[config.mk]
export PLATFORM = sky130hd
export DESIGN_NAME = cpu8_alu_with_flags_top
export DESIGN_NICKNAME = d
export VERILOG_FILES = /design/src/c8alu_pkg.sv /design/src/c8alu_core.sv /design/src/cpu8_alu_with_flags_top.sv
export SDC_FILE = /design/constraint.sdc
export NUM_CORES = 1
export LEC_CHECK = 0
export BUFFER_PORTS_ARGS = -buffer_cell sky130_fd_sc_hd__buf_2
export CAP_MARGIN = 15
export CORE_MARGIN = 3
export CORE_UTILIZATION = 55
export CTS_CLUSTER_SIZE = 14
export DETAILED_ROUTE_END_ITERATION = 8
export GPL_TIMING_DRIVEN = 0
export PLACE_DENSITY = 0.76
export REMOVE_ABC_BUFFERS = 1
export SLEW_MARGIN = 20
export SYNTH_ARGS = -nofsm -noshare
export SYNTH_HDL_FRONTEND = slang
export SYNTH_HIERARCHICAL = 1
export SYNTH_SLANG_ARGS = --single-unit
[constraint.sdc]
create_clock -name clk -period 4.3 [get_ports clk]
set_input_delay 0.86 -clock clk [delete_from_list [all_inputs] [get_ports clk]]
set_output_delay 0.86 -clock clk [all_outputs]
set_load 0.005 [all_outputs]
[src/c8alu_pkg.sv]
`timescale 1ns / 1ps

package c8alu_pkg;

  localparam logic [4:0] OP_ADD   = 5'd0;
  localparam logic [4:0] OP_ADC   = 5'd1;
  localparam logic [4:0] OP_SUB   = 5'd2;
  localparam logic [4:0] OP_SBC   = 5'd3;
  localparam logic [4:0] OP_AND   = 5'd4;
  localparam logic [4:0] OP_XOR   = 5'd5;
  localparam logic [4:0] OP_OR    = 5'd6;
  localparam logic [4:0] OP_CP    = 5'd7;
  localparam logic [4:0] OP_INC   = 5'd8;
  localparam logic [4:0] OP_DEC   = 5'd9;
  localparam logic [4:0] OP_RLC   = 5'd10;
  localparam logic [4:0] OP_RRC   = 5'd11;
  localparam logic [4:0] OP_RL    = 5'd12;
  localparam logic [4:0] OP_RR    = 5'd13;
  localparam logic [4:0] OP_SLA   = 5'd14;
  localparam logic [4:0] OP_SRA   = 5'd15;
  localparam logic [4:0] OP_SWAP  = 5'd16;
  localparam logic [4:0] OP_SRL   = 5'd17;
  localparam logic [4:0] OP_BIT   = 5'd18;
  localparam logic [4:0] OP_RES   = 5'd19;
  localparam logic [4:0] OP_SET   = 5'd20;
  localparam logic [4:0] OP_RLCA  = 5'd21;
  localparam logic [4:0] OP_RRCA  = 5'd22;
  localparam logic [4:0] OP_RLA   = 5'd23;
  localparam logic [4:0] OP_RRA   = 5'd24;
  localparam logic [4:0] OP_DAA   = 5'd25;
  localparam logic [4:0] OP_CPL   = 5'd26;
  localparam logic [4:0] OP_SCF   = 5'd27;
  localparam logic [4:0] OP_CCF   = 5'd28;
  localparam logic [4:0] OP_ADD16 = 5'd29;
  localparam logic [4:0] OP_ADDSP = 5'd30;

  // flag bit positions
  localparam int FLAG_Z = 3;
  localparam int FLAG_N = 2;
  localparam int FLAG_H = 1;
  localparam int FLAG_C = 0;

  typedef struct packed {
    logic [4:0]  opcode;
    logic [15:0] first_operand;
    logic [15:0] second_operand;
    logic [2:0]  bit_index;
    logic [3:0]  flags_in;
  } item_t;

  typedef struct packed {
    logic [15:0] result_value;
    logic [3:0]  flags_out;
  } res_t;

endpackage

[src/c8alu_core.sv]
`timescale 1ns / 1ps

module c8alu_core (
  input  c8alu_pkg::item_t item,
  output c8alu_pkg::res_t  res
);

  localparam logic [2:0] SH_RLC  = 3'd0;
  localparam logic [2:0] SH_RRC  = 3'd1;
  localparam logic [2:0] SH_RL   = 3'd2;
  localparam logic [2:0] SH_RR   = 3'd3;
  localparam logic [2:0] SH_SLA  = 3'd4;
  localparam logic [2:0] SH_SRA  = 3'd5;
  localparam logic [2:0] SH_SWAP = 3'd6;
  localparam logic [2:0] SH_SRL  = 3'd7;

  logic [7:0]  a;
  logic [7:0]  b;
  logic        cy;
  logic        nf;
  logic        cin_add;
  logic        cin_sub;
  logic [8:0]  add8;
  logic [4:0]  add4;
  logic [8:0]  sub8;
  logic [4:0]  sub4;
  logic [7:0]  inc8;
  logic [7:0]  dec8;
  logic [2:0]  sh_k;
  logic [4:0]  sh_off;
  logic [7:0]  sh_r;
  logic        sh_c;
  logic [7:0]  bit_mask;
  logic [7:0]  daa_corr;
  logic        daa_c;
  logic [7:0]  daa_r;
  logic [16:0] add16;
  logic [12:0] add12;
  logic [15:0] sp_ext;
  logic [15:0] sp_sum;
  logic [4:0]  sp4;
  logic [8:0]  sp8;
  logic [7:0]  r8;

  assign a  = item.first_operand[7:0];
  assign b  = item.second_operand[7:0];
  assign cy = item.flags_in[c8alu_pkg::FLAG_C];
  assign nf = item.flags_in[c8alu_pkg::FLAG_N];

  assign cin_add = (item.opcode == c8alu_pkg::OP_ADC) && cy;
  assign cin_sub = (item.opcode == c8alu_pkg::OP_SBC) && cy;

  assign add8 = {1'b0, a} + {1'b0, b} + {8'd0, cin_add};
  assign add4 = {1'b0, a[3:0]} + {1'b0, b[3:0]} + {4'd0, cin_add};
  // bit 8 / bit 4 of the difference is the borrow
  assign sub8 = {1'b0, a} - {1'b0, b} - {8'd0, cin_sub};
  assign sub4 = {1'b0, a[3:0]} - {1'b0, b[3:0]} - {4'd0, cin_sub};
  assign inc8 = a + 8'd1;
  assign dec8 = a - 8'd1;

  assign sh_off = (item.opcode >= c8alu_pkg::OP_RLCA) ? (item.opcode - c8alu_pkg::OP_RLCA)
                                                       : (item.opcode - c8alu_pkg::OP_RLC);
  assign sh_k   = sh_off[2:0];

  always_comb begin
    sh_r = a;
    sh_c = 1'b0;
    unique case (sh_k)
      SH_RLC:  begin sh_c = a[7]; sh_r = {a[6:0], a[7]}; end
      SH_RRC:  begin sh_c = a[0]; sh_r = {a[0], a[7:1]}; end
      SH_RL:   begin sh_c = a[7]; sh_r = {a[6:0], cy}; end
      SH_RR:   begin sh_c = a[0]; sh_r = {cy, a[7:1]}; end
      SH_SLA:  begin sh_c = a[7]; sh_r = {a[6:0], 1'b0}; end
      SH_SRA:  begin sh_c = a[0]; sh_r = {a[7], a[7:1]}; end
      SH_SWAP: begin sh_c = 1'b0; sh_r = {a[3:0], a[7:4]}; end
      SH_SRL:  begin sh_c = a[0]; sh_r = {1'b0, a[7:1]}; end
      default: begin sh_c = 1'b0; sh_r = a; end
    endcase
  end

  assign bit_mask = 8'd1 << item.bit_index;

  always_comb begin
    daa_corr = 8'h00;
    daa_c    = cy;
    if (item.flags_in[c8alu_pkg::FLAG_H] || (!nf && (a[3:0] > 4'h9))) begin
      daa_corr[3:0] = 4'h6;
    end
    if (cy || (!nf && (a > 8'h99))) begin
      daa_corr[7:4] = 4'h6;
      daa_c         = 1'b1;
    end
  end
  assign daa_r = nf ? (a - daa_corr) : (a + daa_corr);

  assign add16  = {1'b0, item.first_operand} + {1'b0, item.second_operand};
  assign add12  = {1'b0, item.first_operand[11:0]} + {1'b0, item.second_operand[11:0]};
  assign sp_ext = {{8{b[7]}}, b};
  assign sp_sum = item.first_operand + sp_ext;
  assign sp4    = {1'b0, item.first_operand[3:0]} + {1'b0, b[3:0]};
  assign sp8    = {1'b0, item.first_operand[7:0]} + {1'b0, b};

  always_comb begin
    r8                = a;
    res.result_value  = {8'd0, a};
    res.flags_out     = item.flags_in;
    unique case (item.opcode) inside
      c8alu_pkg::OP_ADD, c8alu_pkg::OP_ADC: begin
        r8            = add8[7:0];
        res.flags_out = {r8 == 8'd0, 1'b0, add4[4], add8[8]};
      end
      c8alu_pkg::OP_SUB, c8alu_pkg::OP_SBC, c8alu_pkg::OP_CP: begin
        r8 = (item.opcode == c8alu_pkg::OP_CP) ? a : sub8[7:0];
        res.flags_out = {sub8[7:0] == 8'd0, 1'b1, sub4[4], sub8[8]};
      end
      c8alu_pkg::OP_AND: begin
        r8            = a & b;
        res.flags_out = {r8 == 8'd0, 1'b0, 1'b1, 1'b0};
      end
      c8alu_pkg::OP_XOR: begin
        r8            = a ^ b;
        res.flags_out = {r8 == 8'd0, 3'b000};
      end
      c8alu_pkg::OP_OR: begin
        r8            = a | b;
        res.flags_out = {r8 == 8'd0, 3'b000};
      end
      c8alu_pkg::OP_INC: begin
        r8            = inc8;
        res.flags_out = {r8 == 8'd0, 1'b0, r8[3:0] == 4'h0, cy};
      end
      c8alu_pkg::OP_DEC: begin
        r8            = dec8;
        res.flags_out = {r8 == 8'd0, 1'b1, r8[3:0] == 4'hF, cy};
      end
      [c8alu_pkg::OP_RLC : c8alu_pkg::OP_SRL]: begin
        r8            = sh_r;
        res.flags_out = {r8 == 8'd0, 2'b00, sh_c};
      end
      [c8alu_pkg::OP_RLCA : c8alu_pkg::OP_RRA]: begin
        r8            = sh_r;
        res.flags_out = {3'b000, sh_c};
      end
      c8alu_pkg::OP_BIT: begin
        res.flags_out = {(a & bit_mask) == 8'd0, 1'b0, 1'b1, cy};
      end
      c8alu_pkg::OP_RES: r8 = a & ~bit_mask;
      c8alu_pkg::OP_SET: r8 = a | bit_mask;
      c8alu_pkg::OP_DAA: begin
        r8            = daa_r;
        res.flags_out = {r8 == 8'd0, nf, 1'b0, daa_c};
      end
      c8alu_pkg::OP_CPL: begin
        r8            = ~a;
        res.flags_out = {item.flags_in[c8alu_pkg::FLAG_Z], 2'b11, cy};
      end
      c8alu_pkg::OP_SCF: res.flags_out = {item.flags_in[c8alu_pkg::FLAG_Z], 3'b001};
      c8alu_pkg::OP_CCF: res.flags_out = {item.flags_in[c8alu_pkg::FLAG_Z], 2'b00, ~cy};
      default: ;
    endcase

    unique case (item.opcode) inside
      c8alu_pkg::OP_ADD16: begin
        res.result_value = add16[15:0];
        res.flags_out    = {item.flags_in[c8alu_pkg::FLAG_Z], 1'b0, add12[12], add16[16]};
      end
      c8alu_pkg::OP_ADDSP: begin
        res.result_value = sp_sum;
        res.flags_out    = {2'b00, sp4[4], sp8[8]};
      end
      [c8alu_pkg::OP_ADD : c8alu_pkg::OP_CCF]: res.result_value = {8'd0, r8};
      default: res.result_value = item.first_operand;
    endcase
  end

endmodule

[src/cpu8_alu_with_flags_top.sv]
`timescale 1ns / 1ps

// 8-bit processor ALU with Z/N/H/C flags. One word in gives one word out:
// the result and the new flags. The input word is registered, the ALU is a
// single combinational pass, and the result is registered, so a word can be
// accepted every clock while the output side is not stalled. Both registers
// hold under backpressure; in_ready is high outside reset while the input
// register is empty or the result register can take its word.
module cpu8_alu_with_flags_top (
  input  logic        clk,
  input  logic        rst,
  input  logic        in_valid,
  output logic        in_ready,
  input  logic [4:0]  opcode,
  input  logic [15:0] first_operand,
  input  logic [15:0] second_operand,
  input  logic [2:0]  bit_index,
  input  logic [3:0]  flags_in,
  output logic        out_valid,
  input  logic        out_ready,
  output logic [15:0] result_value,
  output logic [3:0]  flags_out
);

  c8alu_pkg::item_t in_reg;
  logic             in_reg_valid;
  c8alu_pkg::res_t  res_comb;
  c8alu_pkg::res_t  res_reg;
  logic             res_reg_valid;
  logic             res_free;
  logic             in_free;

  assign res_free = !res_reg_valid || out_ready;
  assign in_free  = !in_reg_valid || res_free;
  assign in_ready = !rst && in_free;

  always_ff @(posedge clk) begin
    if (rst) begin
      in_reg_valid <= 1'b0;
    end else if (in_free) begin
      in_reg_valid <= in_valid;
    end
  end

  always_ff @(posedge clk) begin
    if (in_valid && in_ready) begin
      in_reg <= '{opcode, first_operand, second_operand, bit_index, flags_in};
    end
  end

  c8alu_core u_core (
    .item (in_reg),
    .res  (res_comb)
  );

  always_ff @(posedge clk) begin
    if (rst) begin
      res_reg_valid <= 1'b0;
    end else if (res_free) begin
      res_reg_valid <= in_reg_valid;
    end
  end

  // advance the result word only when the output slot is free
  always_ff @(posedge clk) begin
    if (res_free && in_reg_valid) begin
      res_reg <= res_comb;
    end
  end

  assign out_valid    = res_reg_valid;
  assign result_value = res_reg.result_value;
  assign flags_out    = res_reg.flags_out;

endmodule

==> flow_summary.html <==
<table>
<tr><th>Metric</th><th>Value</th></tr>
<tr><th colspan="2">Route</th></tr>
<tr><td>Per-cell via count in the routed design</td><td>6.79</td></tr>
<tr><td>Final wirelength</td><td>23.5 mm</td></tr>
<tr><td>Iteration-0 DRC Markers</td><td>922</td></tr>
<tr><td>Final routed DRC violation total</td><td>0</td></tr>
<tr><td>Remaining antenna violation count after routing</td><td>0</td></tr>
<tr><td>First-pass detailed-route iteration total</td><td>6</td></tr>
<tr><td>Routed via count</td><td>6,901</td></tr>
<tr><td>Avg WL per Cell</td><td>roughly 23 um</td></tr>
<tr><th colspan="2">Floorplan</th></tr>
<tr><td>Number of core rows</td><td>40</td></tr>
<tr><td>Starting utilization of the core area</td><td>0.567</td></tr>
<tr><td>Vertical extent of the die</td><td>118 um</td></tr>
<tr><td>Die area</td><td>13,800 um2</td></tr>
<tr><td>Die Width</td><td>approximately 120 um</td></tr>
<tr><td>Top-level port count</td><td>70</td></tr>
<tr><td>Core area</td><td>12,100 um2</td></tr>
<tr><th colspan="2">Setup path</th></tr>
<tr><td>Total number of cells along the worst setup path</td><td>10</td></tr>
<tr><td>Critical path launch point type</td><td>register</td></tr>
<tr><td>Worst path required time</td><td>roughly 4400 ps</td></tr>
<tr><td>Most numerous cell on the critical path</td><td>ha_1</td></tr>
<tr><td>Depth of the worst register-to-register path</td><td>10</td></tr>
<tr><td>Biggest fanout along the worst timing path</td><td>14</td></tr>
<tr><td>Number of buffer and inverter stages on the critical path</td><td>1</td></tr>
<tr><td>Startpoint of the worst-slack reg-to-reg timing path</td><td>in_reg[27]$_DFFE_PP_</td></tr>
<tr><td>Endpoint arrival time on the critical path</td><td>4240 ps</td></tr>
<tr><td>Beginning of the critical path</td><td>in_reg[27]$_DFFE_PP_</td></tr>
<tr><td>CP max stage cell</td><td>edfxtp_1</td></tr>
<tr><td>Worst-path cell chain</td><td>inv_1 -&gt; ha_1 -&gt; ha_1 -&gt; nor2_1 -&gt; a311oi_1 -&gt; a21o_1 -&gt; a21oi_1 -&gt; xnor2_1 -&gt; o41ai_1 -&gt; o41a_1</td></tr>
<tr><td>Peak per-stage delay on the critical path</td><td>roughly 800 ps</td></tr>
<tr><td>Kind of capture point of the worst setup path</td><td>register</td></tr>
<tr><td>Largest delay share family, worst path</td><td>compound AO/OA/AOI/OAI gates</td></tr>
<tr><td>Setup CP Type</td><td>reg -&gt; reg</td></tr>
<tr><th colspan="2">Clocking</th></tr>
<tr><td>Root Buffer Master</td><td>clkbuf_16</td></tr>
<tr><td>Clock tree from TritonCTS</td><td>done</td></tr>
<tr><td>Maximum number of buffers from clock root to sink</td><td>2</td></tr>
<tr><td>Number of clock sinks seen by CTS</td><td>between 60 and 70</td></tr>
<tr><td>Clock transition at the registers of the reported paths</td><td>50 ps</td></tr>
<tr><td>CTS H-tree lvls</td><td>3</td></tr>
<tr><td>Worst-skew pair later-pin latency</td><td>340 ps</td></tr>
<tr><td>Number of buffers created by CTS</td><td>9</td></tr>
<tr><th colspan="2">Logic synthesis</th></tr>
<tr><td>Syn Area/Cell</td><td>8.69 um2</td></tr>
<tr><td>Library cell with the largest summed area after synthesis</td><td>edfxtp_1</td></tr>
<tr><td>Share of the yosys chip area belonging to registers</td><td>0.287</td></tr>
<tr><td>Area share of the largest cell type after synthesis</td><td>0.281</td></tr>
<tr><td>Total of warnings raised by yosys</td><td>6</td></tr>
<tr><td>Area share of xor/xnor cells in the synthesized design</td><td>0.0639</td></tr>
<tr><td>Share of flip-flops with an asynchronous set or reset</td><td>0</td></tr>
<tr><td>Post-synth top cells</td><td>70 x ha_1, 64 x edfxtp_1, 61 x nor2_1, 61 x o21ai_0, 59 x nand2_1</td></tr>
<tr><td>Distinct cell type count of the synthesized netlist</td><td>85</td></tr>
<tr><td>Register bit count reported by yosys</td><td>66</td></tr>
<tr><td>Area fraction in and, or, nand and nor cells after synthesis</td><td>0.191</td></tr>
<tr><td>Most frequent cell after synthesis</td><td>ha_1</td></tr>
<tr><td>Number of synthesized flops with an enable pin</td><td>64</td></tr>
<tr><td>Fraction of the mapped netlist area in compound gates</td><td>0.250</td></tr>
<tr><td>Main combinational cell family by area after synthesis</td><td>compound AO/OA/AOI/OAI gates</td></tr>
<tr><td>Dominant cells by area after synthesis</td><td>edfxtp_1 28%, ha_1 13%, o21ai_0 4.5%</td></tr>
<tr><td>Post-synth top flop</td><td>edfxtp_1</td></tr>
<tr><td>Share of cell area taken by muxes after synthesis</td><td>0.0243</td></tr>
<tr><td>Synthesized cell area</td><td>6840 um2</td></tr>
<tr><td>Synthesized-area fraction occupied by adder cells</td><td>0.137</td></tr>
<tr><td>Number of cells produced by synthesis</td><td>787</td></tr>
<tr><th colspan="2">Global routing</th></tr>
<tr><td>First-pass GRT wire length</td><td>36.1 mm</td></tr>
<tr><td>Largest net degree at the start of global routing</td><td>25</td></tr>
<tr><td>Vias in the first global route</td><td>6,454</td></tr>
<tr><td>Initial antenna violation count</td><td>0</td></tr>
<tr><td>Global-route usage over all layers</td><td>0.333</td></tr>
<tr><td>Overflow left after global routing</td><td>0</td></tr>
<tr><th colspan="2">Placed design</th></tr>
<tr><td>Routability congestion estimate</td><td>1.04</td></tr>
<tr><td>Placed wire-length estimate</td><td>16.9 mm</td></tr>
<tr><td>Count of buffers inserted at the top-level ports</td><td>69</td></tr>
<tr><th colspan="2">Cells and area</th></tr>
<tr><td>Synthesis-to-finish area growth</td><td>13.5%</td></tr>
<tr><td>Fraction of layout instances using a drive strength above 1</td><td>0.170</td></tr>
<tr><td>Filler Cells Inserted</td><td>1,026</td></tr>
<tr><td>Layout Nets</td><td>965</td></tr>
<tr><td>Largest register FFs</td><td>44</td></tr>
<tr><td>Footprint of the flip-flops and latches</td><td>1960 um2</td></tr>
<tr><td>Antenna cell count</td><td>0</td></tr>
<tr><td>Total area of multi-input combinational cells</td><td>4640 um2</td></tr>
<tr><th colspan="2">Power</th></tr>
<tr><td>Leakage Power</td><td>3.09 nW</td></tr>
<tr><td>Worst voltage drop across the vdd grid</td><td>242 uV</td></tr>
<tr><td>Total power density per cell area</td><td>271 nW/um2</td></tr>
<tr><th colspan="2">Job</th></tr>
<tr><td>Total of max-cap violations</td><td>0</td></tr>
<tr><th colspan="2">STA</th></tr>
<tr><td>Final hold violations</td><td>0</td></tr>
<tr><td>Upper clock frequency limit</td><td>0.239 GHz</td></tr>
<tr><td>Setup repair after global routing missed its margin</td><td>false</td></tr>
<tr><td>Count of pins over their slew limit</td><td>0</td></tr>
<tr><td>Actual slew at the worst max-slew pin</td><td>1130 ps</td></tr>
<tr><td>Fraction of the cycle the final worst path needs</td><td>0.971</td></tr>
<tr><td>Worst setup skew after layout</td><td>11.7 ps</td></tr>
<tr><td>Worst Hold Margin</td><td>roughly 540 ps</td></tr>
<tr><td>Final setup violating endpoints</td><td>0</td></tr>
<tr><td>Relative slew margins</td><td>0.247</td></tr>
<tr><td>Shortest clock period the worst path allows after layout</td><td>around 4200 ps</td></tr>
<tr><td>Total negative setup slack</td><td>0 ps</td></tr>
<tr><th colspan="2">Hold path</th></tr>
<tr><td>Hold-critical path depth</td><td>2</td></tr>
<tr><td>Worst Min Path Start</td><td>out_valid$_SDFFE_PP0P_</td></tr>
<tr><td>Type of the tightest min-delay check</td><td>reg -&gt; reg</td></tr>
<tr><th colspan="2">Status</th></tr>
<tr><td>Outcome</td><td>finished, final reports clean</td></tr>
</table>
==> final timing paths <==
path | slack, ps | to
hold reg to reg | 540 | in_reg_valid$_SDFFE_PP0P_
hold / removal | 540 | in_reg_valid$_SDFFE_PP0P_
setup reg to reg | 120 | flags_out[3]$_DFFE_PP_
setup / recovery | 120 | flags_out[3]$_DFFE_PP_
==> cell usage in the layout, fill, tap and decap left out, types with 17 or more instances in the layout <==
cell and instances:
inv_1 30, xnor2_1 32, buf_2 72, nor2_1 58, ha_1 67, buf_4 17, nor3_1 21, nand3_1 25
a31oi_1 19, nand2_1 59, a21oi_1 47, o21ai_0 61, edfxtp_1 64
==> stage by stage <==
| step | instances | instance area, um2 | setup slack [ps] | power [W] | util |
|---|---|---|---|---|---|
| 6_report | 1017 | 7760 | 123 | 0.00210 | 0.644 |
| 5_1_grt | 1017 | 7760 | 8.62 | 0.00219 | 0.644 |
| 3_3_place_gp | 979 | 7200 | -603 | 0.00132 | 0.597 |
| 3_5_place_dp | 984 | 7290 | -570 | 0.00134 | 0.604 |
| 2_1_floorplan | 742 | 6640 | 420 | 0.00116 | - |
| 4_1_cts | 1008 | 7650 | 6.76 | 0.00208 | 0.634 |
==> per-layer routing <==
layer,wire (um),up-vias,share of wire,track usage
li1,-,3105,-,-
met1,9870,3298,0.42,0.471
met2,10200,424,0.44,0.498
met3,2600,74,0.11,0.0740
met4,820,0,0.035,0.130
met5,0,-,0,0
==> cell type report <==
| class | instances | area share |
|---|---|---|
| clock buffer | 11 | 0.0313 |
| clock inverter | 5 | 0.00709 |
| inverter | 34 | 0.0164 |
| multi-input combinational | 642 | 0.598 |
| sequential | 66 | 0.253 |
| tap | 168 | 0.0271 |
| timing repair buffer | 91 | 0.0678 |
==> worst register-to-register path: stages, from the launching register on <==
cell and delay, ps:
edfxtp_1 800, inv_1 420, ha_1 540, ha_1 400, nor2_1 50, a311oi_1 380, a21o_1 190, a21oi_1 70
xnor2_1 410, o41ai_1 200, o41a_1 430
==> what timing repair did <==
item                       4_1_cts  5_1_grt
hold buffers                     0        0
setup endpoints to repair        6        6
setup buffers                    8        9
pin swaps                        0        0
resized for setup                3        9
==> logic make-up (layout without fill, tap and decap cells) <==
| family | Yosys count | in the layout |
|---|---|---|
| XOR/XNOR | 49 | 49 |
| adder cells (fa/ha/maj) | 73 | 73 |
| flip-flops | 66 | 66 |
| multiplexers | 16 | 16 |
| AND/OR/NAND/NOR | 253 | 253 |
| buffers and inverters | 79 | 141 |
| AO/OA/AOI/OAI | 251 | 251 |
==> power by group <==
group / internal, W / leakage, nW / switching [W]
combinational: 0.000230 / 2.33 / 0.000351
clock: 0.000462 / 0.142 / 0.000273
sequential: 0.000747 / 0.622 / 0.0000391
Note: power is estimated with default switching activity, not from simulation.
